==> config.mk <==
export PLATFORM = sky130hd
export DESIGN_NAME = unique_value_stack
export DESIGN_NICKNAME = d
export VERILOG_FILES = /design/src/uvs_pkg.sv /design/src/uvs_mem.sv /design/src/uvs_scan.sv /design/src/unique_value_stack.sv
export SDC_FILE = /design/constraint.sdc
export NUM_CORES = 1
export LEC_CHECK = 0
export ABC_AREA = 1
export BUFFER_PORTS_ARGS = -buffer_cell sky130_fd_sc_hd__buf_2
export CAP_MARGIN = 30
export CORE_UTILIZATION = 25
export CTS_CLUSTER_DIAMETER = 60
export DETAILED_ROUTE_END_ITERATION = 8
export PLACE_DENSITY_LB_ADDON = 0.12
export SYNTH_ARGS = -nofsm -noshare
export SYNTH_HDL_FRONTEND = slang
export SYNTH_SLANG_ARGS = --single-unit
export TNS_END_PERCENT = 1
==> constraint.sdc <==
create_clock -name clock -period 4.07 [get_ports clock]
set_input_delay 0.407 -clock clock [delete_from_list [all_inputs] [get_ports clock]]
set_output_delay 0.407 -clock clock [all_outputs]
set_load 0.05 [all_outputs]
==> src/uvs_pkg.sv <==
// uvs_pkg: shared types and codes for the unique value stack.
// Holds the request/response payload structs, request and status codes,
// and the control struct for the shared compare unit. No dependencies.
package uvs_pkg;

   localparam int VALUE_W = 32;
   localparam int CAP_W   = 5;
   localparam int KIND_W  = 3;
   localparam int STAT_W  = 2;

   localparam logic [CAP_W-1:0] CAP_RESET = 5'd16;

   // request kinds
   localparam logic [KIND_W-1:0] OP_PUSH    = 3'd0;
   localparam logic [KIND_W-1:0] OP_POP     = 3'd1;
   localparam logic [KIND_W-1:0] OP_PEEK    = 3'd2;
   localparam logic [KIND_W-1:0] OP_REVERSE = 3'd3;
   localparam logic [KIND_W-1:0] OP_CLEAR   = 3'd4;

   // response status codes
   localparam logic [STAT_W-1:0] STATUS_OK    = 2'd0;
   localparam logic [STAT_W-1:0] STATUS_FULL  = 2'd1;
   localparam logic [STAT_W-1:0] STATUS_DUP   = 2'd2;
   localparam logic [STAT_W-1:0] STATUS_EMPTY = 2'd3;

   typedef struct packed {
      logic [KIND_W-1:0]         req_type;
      logic signed [VALUE_W-1:0] push_value;
   } uvs_req_type;

   typedef struct packed {
      logic [STAT_W-1:0]         status;
      logic signed [VALUE_W-1:0] out_value;
      logic [CAP_W-1:0]          entry_count;
   } uvs_rsp_type;

   typedef struct packed {
      logic clear;
      logic enable;
   } uvs_scan_ctl_type;

endpackage

==> src/uvs_mem.sv <==
// uvs_mem: entry storage for the unique value stack.
// One write port and two registered read ports sharing one read enable.
// Depends on uvs_pkg for the value width.
module uvs_mem #(
   parameter int DEPTH = 16
) (
   input  logic                                clock,
   input  logic                                wr_en,
   input  logic [$clog2(DEPTH)-1:0]            wr_addr,
   input  logic signed [uvs_pkg::VALUE_W-1:0]  wr_data,
   input  logic                                rd_en,
   input  logic [$clog2(DEPTH)-1:0]            rd_addr_a,
   input  logic [$clog2(DEPTH)-1:0]            rd_addr_b,
   output logic signed [uvs_pkg::VALUE_W-1:0]  rd_data_a,
   output logic signed [uvs_pkg::VALUE_W-1:0]  rd_data_b
);
   import uvs_pkg::*;

   logic signed [VALUE_W-1:0] mem_ff [DEPTH];
   logic signed [VALUE_W-1:0] rd_a_ff;
   logic signed [VALUE_W-1:0] rd_b_ff;

   always_ff @(posedge clock) begin
      if (wr_en) begin
         mem_ff[wr_addr] <= wr_data;
      end
   end

   // read data holds until the next enabled read
   always_ff @(posedge clock) begin
      if (rd_en) begin
         rd_a_ff <= mem_ff[rd_addr_a];
         rd_b_ff <= mem_ff[rd_addr_b];
      end
   end

   assign rd_data_a = rd_a_ff;
   assign rd_data_b = rd_b_ff;

endmodule

==> src/uvs_scan.sv <==
// uvs_scan: shared equality compare unit with a sticky match flag.
// Used by the sequencer to walk stored entries for duplicates.
// Depends on uvs_pkg for the value width and control struct.
module uvs_scan (
   input  logic                                clock,
   input  uvs_pkg::uvs_scan_ctl_type           ctl,
   input  logic signed [uvs_pkg::VALUE_W-1:0]  cand,
   input  logic signed [uvs_pkg::VALUE_W-1:0]  entry,
   output logic                                hit
);
   import uvs_pkg::*;

   logic hit_ff;
   logic hit_in;

   // hit includes the compare of this cycle
   assign hit    = hit_ff | (ctl.enable & (cand == entry));
   assign hit_in = ctl.clear ? 1'b0 : hit;

   always_ff @(posedge clock) begin
      hit_ff <= hit_in;
   end

endmodule

==> src/unique_value_stack.sv <==
// unique_value_stack: bounded LIFO of distinct signed 32-bit values.
// Clear, refused push, empty pop/peek and reverse of fewer than two answer straight from idle;
// pop/peek go through one memory read; push does one compare per stored entry;
// reverse does two memory writes per swapped pair.
// Busy drops in the response cycle; a new request is taken only while not busy.
// The receiver cannot stall. Sync active-high reset: empty, capacity 16.
module unique_value_stack #(
   parameter int DEPTH = 16
) (
   input  logic                   clock,
   input  logic                   reset,
   input  logic                   start,
   output logic                   busy,
   input  uvs_pkg::uvs_req_type   req_data,
   output logic                   rsp_valid,
   output uvs_pkg::uvs_rsp_type   rsp_data,
   input  logic                   csr_wr_en,
   input  logic [uvs_pkg::CAP_W-1:0] csr_wr_data
);
   import uvs_pkg::*;

   localparam int AW   = $clog2(DEPTH);
   localparam int CW   = $clog2(DEPTH + 1);
   localparam int CMPW = (CW > CAP_W) ? CW : CAP_W;

   typedef enum logic [2:0] {
      ST_IDLE,
      ST_SCAN,
      ST_READ,
      ST_REV_LO,
      ST_REV_HI
   } state_type;

   state_type                 state_ff, state_in;
   logic [CAP_W-1:0]          cap_ff;
   logic [CW-1:0]             count_ff, count_in;
   logic [CW-1:0]             idx_ff, idx_in;
   logic [AW-1:0]             hi_ff, hi_in;
   logic                      pend_ff, pend_in;
   logic [KIND_W-1:0]         op_ff, op_in;
   logic signed [VALUE_W-1:0] value_ff, value_in;
   logic                      rsp_valid_ff, rsp_valid_in;
   uvs_rsp_type               rsp_ff, rsp_in;

   logic                      mem_we;
   logic [AW-1:0]             mem_waddr;
   logic signed [VALUE_W-1:0] mem_wdata;
   logic                      mem_re;
   logic [AW-1:0]             mem_raddr_a;
   logic [AW-1:0]             mem_raddr_b;
   logic signed [VALUE_W-1:0] mem_rdata_a;
   logic signed [VALUE_W-1:0] mem_rdata_b;

   uvs_scan_ctl_type          scan_ctl;
   logic                      scan_hit;

   logic                      full;
   logic                      accept;
   logic [CW-1:0]             cnt_m1;
   logic [AW-1:0]             lo;
   logic                      issue;

   // Effective capacity is min(capacity, DEPTH); a lowered capacity keeps
   // existing entries but refuses further pushes.
   assign full   = (CMPW'(count_ff) >= CMPW'(cap_ff)) || (count_ff >= CW'(DEPTH));
   assign busy   = (state_ff != ST_IDLE);
   assign accept = start & ~busy;
   assign cnt_m1 = count_ff - CW'(1);
   assign lo     = idx_ff[AW-1:0];
   assign issue  = (idx_ff < count_ff);

   uvs_mem #(
      .DEPTH(DEPTH)
   ) u_mem (
      .clock     (clock),
      .wr_en     (mem_we),
      .wr_addr   (mem_waddr),
      .wr_data   (mem_wdata),
      .rd_en     (mem_re),
      .rd_addr_a (mem_raddr_a),
      .rd_addr_b (mem_raddr_b),
      .rd_data_a (mem_rdata_a),
      .rd_data_b (mem_rdata_b)
   );

   // The one comparator: candidate value against each entry read back.
   uvs_scan u_scan (
      .clock (clock),
      .ctl   (scan_ctl),
      .cand  (value_ff),
      .entry (mem_rdata_a),
      .hit   (scan_hit)
   );

   always_comb begin
      state_in        = state_ff;
      count_in        = count_ff;
      idx_in          = idx_ff;
      hi_in           = hi_ff;
      pend_in         = pend_ff;
      op_in           = op_ff;
      value_in        = value_ff;
      rsp_valid_in    = 1'b0;
      rsp_in          = rsp_ff;
      mem_we          = 1'b0;
      mem_waddr       = lo;
      mem_wdata       = value_ff;
      mem_re          = 1'b0;
      mem_raddr_a     = lo;
      mem_raddr_b     = hi_ff;
      scan_ctl.clear  = 1'b0;
      scan_ctl.enable = 1'b0;

      case (state_ff)
         ST_IDLE: begin
            if (accept) begin
               // capture the request
               op_in    = req_data.req_type;
               value_in = req_data.push_value;
               case (req_data.req_type)
                  OP_PUSH: begin
                     if (full) begin
                        rsp_valid_in     = 1'b1;
                        rsp_in.status    = STATUS_FULL;
                        rsp_in.out_value = '0;
                     end else begin
                        // start the duplicate walk from the bottom entry
                        idx_in         = '0;
                        pend_in        = 1'b0;
                        scan_ctl.clear = 1'b1;
                        state_in       = ST_SCAN;
                     end
                  end
                  OP_POP, OP_PEEK: begin
                     if (count_ff == '0) begin
                        rsp_valid_in     = 1'b1;
                        rsp_in.status    = STATUS_EMPTY;
                        rsp_in.out_value = '0;
                     end else begin
                        mem_re      = 1'b1;
                        mem_raddr_a = cnt_m1[AW-1:0];
                        state_in    = ST_READ;
                     end
                  end
                  OP_REVERSE: begin
                     if (count_ff < CW'(2)) begin
                        rsp_valid_in     = 1'b1;
                        rsp_in.status    = STATUS_OK;
                        rsp_in.out_value = '0;
                     end else begin
                        // fetch the outermost pair
                        mem_re      = 1'b1;
                        mem_raddr_a = '0;
                        mem_raddr_b = cnt_m1[AW-1:0];
                        idx_in      = '0;
                        hi_in       = cnt_m1[AW-1:0];
                        state_in    = ST_REV_LO;
                     end
                  end
                  OP_CLEAR: begin
                     count_in         = '0;
                     rsp_valid_in     = 1'b1;
                     rsp_in.status    = STATUS_OK;
                     rsp_in.out_value = '0;
                  end
                  default: begin
                     // unused codes: report ok, change nothing
                     rsp_valid_in     = 1'b1;
                     rsp_in.status    = STATUS_OK;
                     rsp_in.out_value = '0;
                  end
               endcase
            end
         end
         ST_SCAN: begin
            // one read issued and one compare done per cycle
            scan_ctl.enable = pend_ff;
            pend_in         = issue;
            if (issue) begin
               mem_re      = 1'b1;
               mem_raddr_a = lo;
               idx_in      = idx_ff + CW'(1);
            end else begin
               rsp_valid_in     = 1'b1;
               rsp_in.out_value = '0;
               if (scan_hit) begin
                  rsp_in.status = STATUS_DUP;
               end else begin
                  mem_we        = 1'b1;
                  mem_waddr     = count_ff[AW-1:0];
                  mem_wdata     = value_ff;
                  count_in      = count_ff + CW'(1);
                  rsp_in.status = STATUS_OK;
               end
               state_in = ST_IDLE;
            end
         end
         ST_READ: begin
            rsp_valid_in     = 1'b1;
            rsp_in.status    = STATUS_OK;
            rsp_in.out_value = mem_rdata_a;
            if (op_ff == OP_POP) begin
               count_in = cnt_m1;
            end
            state_in = ST_IDLE;
         end
         ST_REV_LO: begin
            // low slot takes the high entry
            mem_we    = 1'b1;
            mem_waddr = lo;
            mem_wdata = mem_rdata_b;
            state_in  = ST_REV_HI;
         end
         ST_REV_HI: begin
            // high slot takes the low entry, then advance inward
            mem_we    = 1'b1;
            mem_waddr = hi_ff;
            mem_wdata = mem_rdata_a;
            idx_in    = idx_ff + CW'(1);
            hi_in     = hi_ff - AW'(1);
            if (({1'b0, lo} + (AW+1)'(2)) < {1'b0, hi_ff}) begin
               mem_re      = 1'b1;
               mem_raddr_a = lo + AW'(1);
               mem_raddr_b = hi_ff - AW'(1);
               state_in    = ST_REV_LO;
            end else begin
               rsp_valid_in     = 1'b1;
               rsp_in.status    = STATUS_OK;
               rsp_in.out_value = '0;
               state_in         = ST_IDLE;
            end
         end
         default: begin
            state_in = ST_IDLE;
         end
      endcase

      // every response reports the count after the request
      if (rsp_valid_in) begin
         rsp_in.entry_count = CAP_W'(count_in);
      end
   end

   always_ff @(posedge clock) begin
      if (reset) begin
         state_ff     <= ST_IDLE;
         count_ff     <= '0;
         cap_ff       <= CAP_RESET;
         rsp_valid_ff <= 1'b0;
         pend_ff      <= 1'b0;
      end else begin
         state_ff     <= state_in;
         count_ff     <= count_in;
         rsp_valid_ff <= rsp_valid_in;
         pend_ff      <= pend_in;
         if (csr_wr_en) begin
            cap_ff <= csr_wr_data;
         end
      end
      idx_ff   <= idx_in;
      hi_ff    <= hi_in;
      op_ff    <= op_in;
      value_ff <= value_in;
      rsp_ff   <= rsp_in;
   end

   assign rsp_valid = rsp_valid_ff;
   assign rsp_data  = rsp_ff;

   // stack never holds more than DEPTH entries
   a_count_bound: assert property (@(posedge clock) disable iff (reset)
      count_ff <= CW'(DEPTH))
      else $error("entry count exceeds depth");

   // a response is only issued when the sequencer returns to idle
   a_rsp_idle: assert property (@(posedge clock) disable iff (reset)
      rsp_valid_ff |-> (state_ff == ST_IDLE))
      else $error("response strobed while sequencer busy");

   // a push accepted at capacity is refused at once
   a_full_push: assert property (@(posedge clock) disable iff (reset)
      (accept && (req_data.req_type == OP_PUSH) && full)
      |=> (rsp_valid_ff && (rsp_ff.status == STATUS_FULL)))
      else $error("push at capacity not refused");

   // a completed push grows the stack by exactly one
   a_push_grow: assert property (@(posedge clock) disable iff (reset)
      (state_ff == ST_SCAN && !issue && !scan_hit)
      |=> (count_ff == $past(count_ff) + CW'(1)))
      else $error("accepted push did not add one entry");

endmodule
==> flow_summary_export.csv, run 1 <==
group,metric,value,unit
run_status,status,"complete, no violations",
clocking,cts_made_buffers,92,
logic_synthesis,avgSynthCellArea,8.71,um^2
power,p_total,25400,uW
clocking,clock_path_buffers,3,
route,drt_iter0_markers,2805,
clocking,h-tree-depth,3,
timing,slew_headroom,39.3,%
timing,hold_viol,0,
clocking,clk_pin_slew_worst_paths,0.06,ns
logic_synthesis,post-synth-top-count-cell,"nand3_1",
global_route,grt_pass1_vias,29700,
layout,nNetsFinal,4287,
critical_path,crit_family,"simple AND/OR/NAND/NOR gates",
critical_path,cp_slowest_cell,"edfxtp_1",
logic_synthesis,synth_edf_count,659,
power,power.density,587,mW/mm^2
layout,syn_to_final_growth,20.7,%
route,dr.pass1.iters,6,
hold_path,min_path_type,"primary input to flip-flop",
place,dp_cells,5978,
logic_synthesis,ys_ff_latch,675,
critical_path,cp-end-kind,"flip-flop",
die,start_util,25.3,%
route,routed_wl,147000,um
global_route,gr-total-overflow,0,
timing,setup_tns,0,ns
die,die_w,380,um
timing,tightest_slew,0.910,ns
logic_synthesis,synthCells,4109,
global_route,grt_pass1_wl,214000,um
clocking,postCtsSetupRepairBufs,0,
timing,clock_skew,0.0261,ns
die,row_count,138,
layout,stdcell_count,6195,
logic_synthesis,yosys_warnings,0,
clocking,clock-sinks,675,
timing,setup_viol,0,
clocking,ctsRootBufferMaster,"clkbuf_16",
logic_synthesis,yosysTopAreaCell,"edfxtp_1",
place,dp_hpwl,85200,um
timing,setup_ws,0.266,ns
logic_synthesis,synth_nets,4171,
timing,final-max-slew-violation-count,0,
layout,register_area,0.0201,mm^2
layout,nFillCells,14800,
logic_synthesis,ys_seq_area_share,56.2,%
power,p_leak,0.0181,uW
timing,max_freq,263,MHz
job,drv_cap,0,
route,viasPerCell,4.92,
logic_synthesis,synth_ff_type,"edfxtp_1",
place,place_congestion,0.810,
critical_path,slowest_delay,0.41,ns
critical_path,path_class,"flip-flop to flip-flop",
die,die_h,380,um
die,dieArea,0.145,mm^2
global_route,grt_max_degree,125,
critical_path,critPathBufInv,1,
place,dp_slack,-0.0841,ns
logic_synthesis,synth_top_area_share,55.3,%
route,vias,30500,
timing,hold_slack,0.118,ns
logic_synthesis,post_synth_main_area_contributors,"edfxtp_1 55%, nand3_1 20%, nand2_1 8.2%, inv_1 6.5%, buf_2 2.5%",
logic_synthesis,syn_area,0.0358,mm^2
clocking,worstSkewPairLatency,0.70,ns
critical_path,cp_cell_sequence,"nand2_1, nand4_1, nor2_2, nand2_1, nor2_2, nand3_2, nand3_2, nand2_1, nand3_1, nand2_1, nor2_1, nand2_1, nor2_4, buf_12",
route,drc,0,
critical_path,cp-start-kind,"flip-flop",
route,routedWlPerCell,23.7,um
global_route,grt_util_all_layers,19.9,%
global_route,antenna_found_initial,3,
critical_path,arrival,4.16,ns
route,ant_nets,0,
timing,fin_crit_sh,93.5,%
power,peakVddDrop,327,uV
die,pin_count,85,
layout,drive_gt1_share,10.7,%
logic_synthesis,yosys-top-cells-count,"1,449 x nand3_1, 782 x nand2_1, 659 x edfxtp_1",
critical_path,cpMostUsedCell,"nand2_1",
layout,multi_input_area,0.0123,mm^2
die,coreArea,0.142,mm^2
logic_synthesis,async_flop_share,0,%
timing,rsz0062_at_grt,"no",
critical_path,critPathRequiredTime,4.43,ns
critical_path,worstPathMaxFanout,32,
timing,fin_crit,3.80,ns
place,io_buffers,84,
clocking,cts_tree,"done",
logic_synthesis,yosysUniqueCellTypes,42,
==> cell usage in the layout (no fill, tap or decap), types with 33 or more instances in the layout <==
cell type,synthesis,final
buf_12,0,70
buf_2,179,84
buf_4,18,109
clkbuf_16,0,95
dlygate4sd3_1,0,43
edfxtp_1,659,659
inv_1,618,617
nand2_1,782,778
nand3_1,1449,1446
nor2_1,104,82
o211ai_1,33,33
==> final timing paths <==
path | endpoint | start | depth (start not counted) | slack (ns)
max | u_mem.mem_ff[1][14]$_DFFE_PP_ | value_ff[13]$_DFFE_PP_ | 14 | 0.27
min reg2reg | cap_ff[0]$_SDFFE_PP0P_ | cap_ff[0]$_SDFFE_PP0P_ | 2 | 0.47
max reg2reg | u_mem.mem_ff[1][14]$_DFFE_PP_ | value_ff[13]$_DFFE_PP_ | 14 | 0.27
min | count_ff[4]$_SDFF_PP0_ | reset | 2 | 0.12
==> layer usage <==
layer | wire, um | track usage, % | part of all wire, % | vias to the layer above
li1 | - | - | - | 14100
met1 | 66700 | 27.3 | 45 | 15100
met2 | 67700 | 32.1 | 46 | 1018
met3 | 7950 | 2.70 | 5.4 | 257
met4 | 4370 | 6.98 | 3.0 | 0
met5 | 0 | 0 | 0 | -
==> power breakdown <==
group          internal, uW  switching (uW)  leakage (uW)  total, uW
Sequential             8020            84.5       0.00613       8100
Clock                  4810            3330       0.00144       8140
Combinational          2620            6510        0.0105       9120
Total                 15400            9920        0.0181      25400
==> state kept, by name, indices dropped and copies added, names as in the netlist, 3 cells and up <==
| register | count |
|---|---|
| cap_ff | 5 |
| count_ff | 5 |
| hi_ff | 4 |
| idx_ff | 5 |
| op_ff | 3 |
| rsp_data | 39 |
| state_ff | 3 |
| u_mem.mem_ff | 512 |
| u_mem.rd_data_a | 32 |
| u_mem.rd_data_b | 32 |
| value_ff | 32 |
==> area by class of cell <==
type                       instances  area share, %
antenna                            2         0.0116
clock buffer                     113           5.68
clock inverter                    59           1.27
inverter                         629           5.47
multi-input combinational       2521           28.4
sequential                       675           46.5
tap                             1890           5.47
timing repair buffer             306           7.11
==> metrics by stage <==
step	util, %	instance area [um^2]
2_1_floorplan	-	35800
3_3_place_gp	28.0	39800
3_5_place_dp	28.0	39800
4_1_cts	30.5	43200
5_1_grt	30.5	43200
6_report	30.5	43200
==> what timing repair did <==
action | in CTS | in global routing
hold buffers | 43 | 0
endpoints found under the hold margin | 40 | 0
setup endpoints to repair | 86 | 352
gates resized for setup | 1 | 2
gates cloned | 0 | 0
==> cells by family (layout without fill, tap and decap cells) <==
kind of cell	count (synthesis)	count (layout)	synth area share, %
AOI/OAI and AO/OA	108	108	1.94
xor gates and xnor gates	24	24	0.587
adders and majority gates	18	18	0.629
buffers and inverters	913	1107	10.4
DFF	675	675	56.2
muxes	1	1	0.0280
other	0	2	0
and+or+nand+nor	2370	2370	30.2
(Power assumes the default switching activity.)
==> run 2, diff against run 1 <==
PLACE_DENSITY = 0.38   (was not set)
PLACE_DENSITY_LB_ADDON = not set   (was 0.12)
REMOVE_ABC_BUFFERS = 1   (was not set)
==> run 2 against run 1 <==
Utilization rose by 0.28 points. Worst hold slack got worse by 0.053 ns. Clock power rose by 19%. Via count rose by 0.72%. Critical path type unchanged. Critical endpoint is now u_mem.mem_ff[6][15]$_DFFE_PP_.
==> flow_summary_export.csv, run 2 (synthesis gave the netlist of run 1 again) <==
group,metric,value,unit
hold_path,min_path_type,"primary input to flip-flop",
place,dp_cells,5958,
die,pin_count,85,
clocking,cts_tree,"done",
clocking,clock-sinks,675,
layout,final_util,30.8,%
layout,final_common_cell,"nand3_1",
route,routedWlPerCell,23.9,um
clocking,ctsRootBufferMaster,"clkbuf_16",
critical_path,critPathBufInv,2,
critical_path,cp_slowest_cell,"edfxtp_1",
clocking,h-tree-depth,3,
critical_path,worstPathMaxFanout,12,
timing,clock_skew,0.0616,ns
timing,slew_headroom,32.9,%
critical_path,critPathRequiredTime,4.45,ns
global_route,grt_pass1_vias,29500,
critical_path,cp-end-kind,"flip-flop",
critical_path,rr_worst_depth,14,
run_status,status,"complete, no violations",
layout,nNetsFinal,4276,
critical_path,cpMostUsedCell,"nand2_1",
place,dp_hpwl,84000,um
place,io_buffers,84,
route,viasPerCell,4.96,
timing,fin_crit_sh,94.9,%
power,p_leak,0.0183,uW
timing,hold_viol,0,
route,ant_nets,0,
critical_path,slowest_delay,0.53,ns
power,power.density,611,mW/mm^2
critical_path,crit_family,"simple AND/OR/NAND/NOR gates",
layout,drive_gt1_share,10.9,%
hold_path,holdPathStages,4,
job,drv_cap,0,
route,drc,0,
critical_path,cp_cell_sequence,"nand2_1, nand4_1, nor2_1, nand2_1, nor2_1, nand3_2, nand3_2, nand2_1, nand3_1, nand2_1, inv_1, nand3_1, nor2_4, buf_4",
clocking,worstSkewPairLatency,0.74,ns
critical_path,worst-path-stages,14,
critical_path,r2r_start,"value_ff[17]$_DFFE_PP_",
die,die_h,380,um
critical_path,cp-start-kind,"flip-flop",
global_route,antenna_found_initial,2,
route,routed_wl,148000,um
timing,rsz0062_at_grt,"no",
timing,hold_slack,0.0646,ns
die,start_util,25.3,%
clocking,clock_path_buffers,3,
timing,tightest_slew,1.01,ns
layout,syn_to_final_growth,21.8,%
timing,final-max-slew-violation-count,0,
die,die_w,380,um
clocking,cts_made_buffers,101,
global_route,gr-total-overflow,0,
layout,regMostFlops,"u_mem.mem_ff",
timing,max_freq,259,MHz
route,vias,30700,
die,row_count,138,
power,peakVddDrop,380,uV
clocking,clk_pin_slew_worst_paths,0.06,ns
die,coreArea,0.142,mm^2
layout,nFillCells,14800,
layout,stdcell_count,6191,
route,drt_iter0_markers,3035,
layout,largest_reg_flops,512,
die,dieArea,0.145,mm^2
layout,final_cell_mix,"1,447 x nand3_1, 778 x nand2_1, 659 x edfxtp_1, 617 x inv_1, 102 x clkbuf_16",
global_route,grt_pass1_wl,214000,um
place,place_congestion,0.810,
global_route,grt_util_all_layers,20.0,%
timing,setup_viol,0,
hold_path,holdCritStartpoint,"csr_wr_en",
layout,design_area,0.0436,mm^2
timing,setup_ws,0.208,ns
global_route,grt_max_degree,130,
place,dp_slack,0.148,ns
route,dr.pass1.iters,6,
critical_path,crit_path_start,"value_ff[17]$_DFFE_PP_",
critical_path,arrival,4.24,ns
critical_path,path_class,"flip-flop to flip-flop",
timing,fin_crit,3.86,ns
place,dpl_cell_area,0.0394,mm^2
run 2: cell count changes in the layout (fill, tap and decap cells not counted), sizes merged:
cell	before	now
clkinvlp	11	7
diode	2	1
clkbuf	113	114
bufinv	8	20
clkinv	34	35
buf	263	243
inv	635	642
run 2: timing repair:
| item | 4_1_cts | 5_1_grt |
|---|---|---|
| endpoints found under the hold margin | 40 | 0 |
| gates resized for setup | 0 | 1 |
| endpoints found under the setup margin | 0 | 55 |
| buffers inserted | 0 | 0 |
| hold buffers | 43 | 0 |
run 2: final cells by class:
type                            instances  area, um^2  share of cell area, %
Sequential cell                       675       20100                   46.1
Timing Repair Buffer                  286        2770                   6.34
Multi-Input combinational cell       2521       12300                   28.2
Clock inverter                         75        1080                   2.47
Clock buffer                          114        2640                   6.05
Tap cell                             1890        2360                   5.42
Antenna cell                            1        2.50                0.00574
Inverter                              629        2360                   5.42
run 2: worst paths after layout:
path                                                      end  slack, ns
worst min register to register           pend_ff$_SDFFE_PP0P_       0.47
worst min-delay path                   cap_ff[0]$_SDFFE_PP0P_       0.06
worst max register to register  u_mem.mem_ff[6][15]$_DFFE_PP_       0.21
worst max-delay path            u_mem.mem_ff[6][15]$_DFFE_PP_       0.21
run 2: routing by layer:
layer  vias up  routed length (um)  part of all wire (%)  global-route usage [%]
met5         -                  13                0.0088                       0
met4         2                3430                   2.3                    5.35
met3       225                9250                   6.2                    2.97
met2      1256               66700                    45                    31.4
met1     15100               68800                    46                    28.6
li1      14100                   -                     -                       -
run 2: worst reg2reg max path, delay by kind of cell, from the launching register on:
kind,cells,cell delay [ns]
flip-flops,1,0.53
AND/OR/NAND/NOR,12,2.51
buffers and inverters,2,0.45
run 2: stage by stage:
stage	TNS, ns	total power, uW
floorplan	-731.35	13700
global placement	0	17100
finish	0	26600
detailed placement	0	17000
global route	0	27800
CTS	0	26800
run 2: power by group:
| group | leakage, uW | internal [uW] | total, uW | switching, uW |
|---|---|---|---|---|
| combinational | 0.0104 | 2510 | 8860 | 6350 |
| clock | 0.00178 | 6000 | 9670 | 3670 |
| sequential | 0.00613 | 8020 | 8110 | 90.1 |
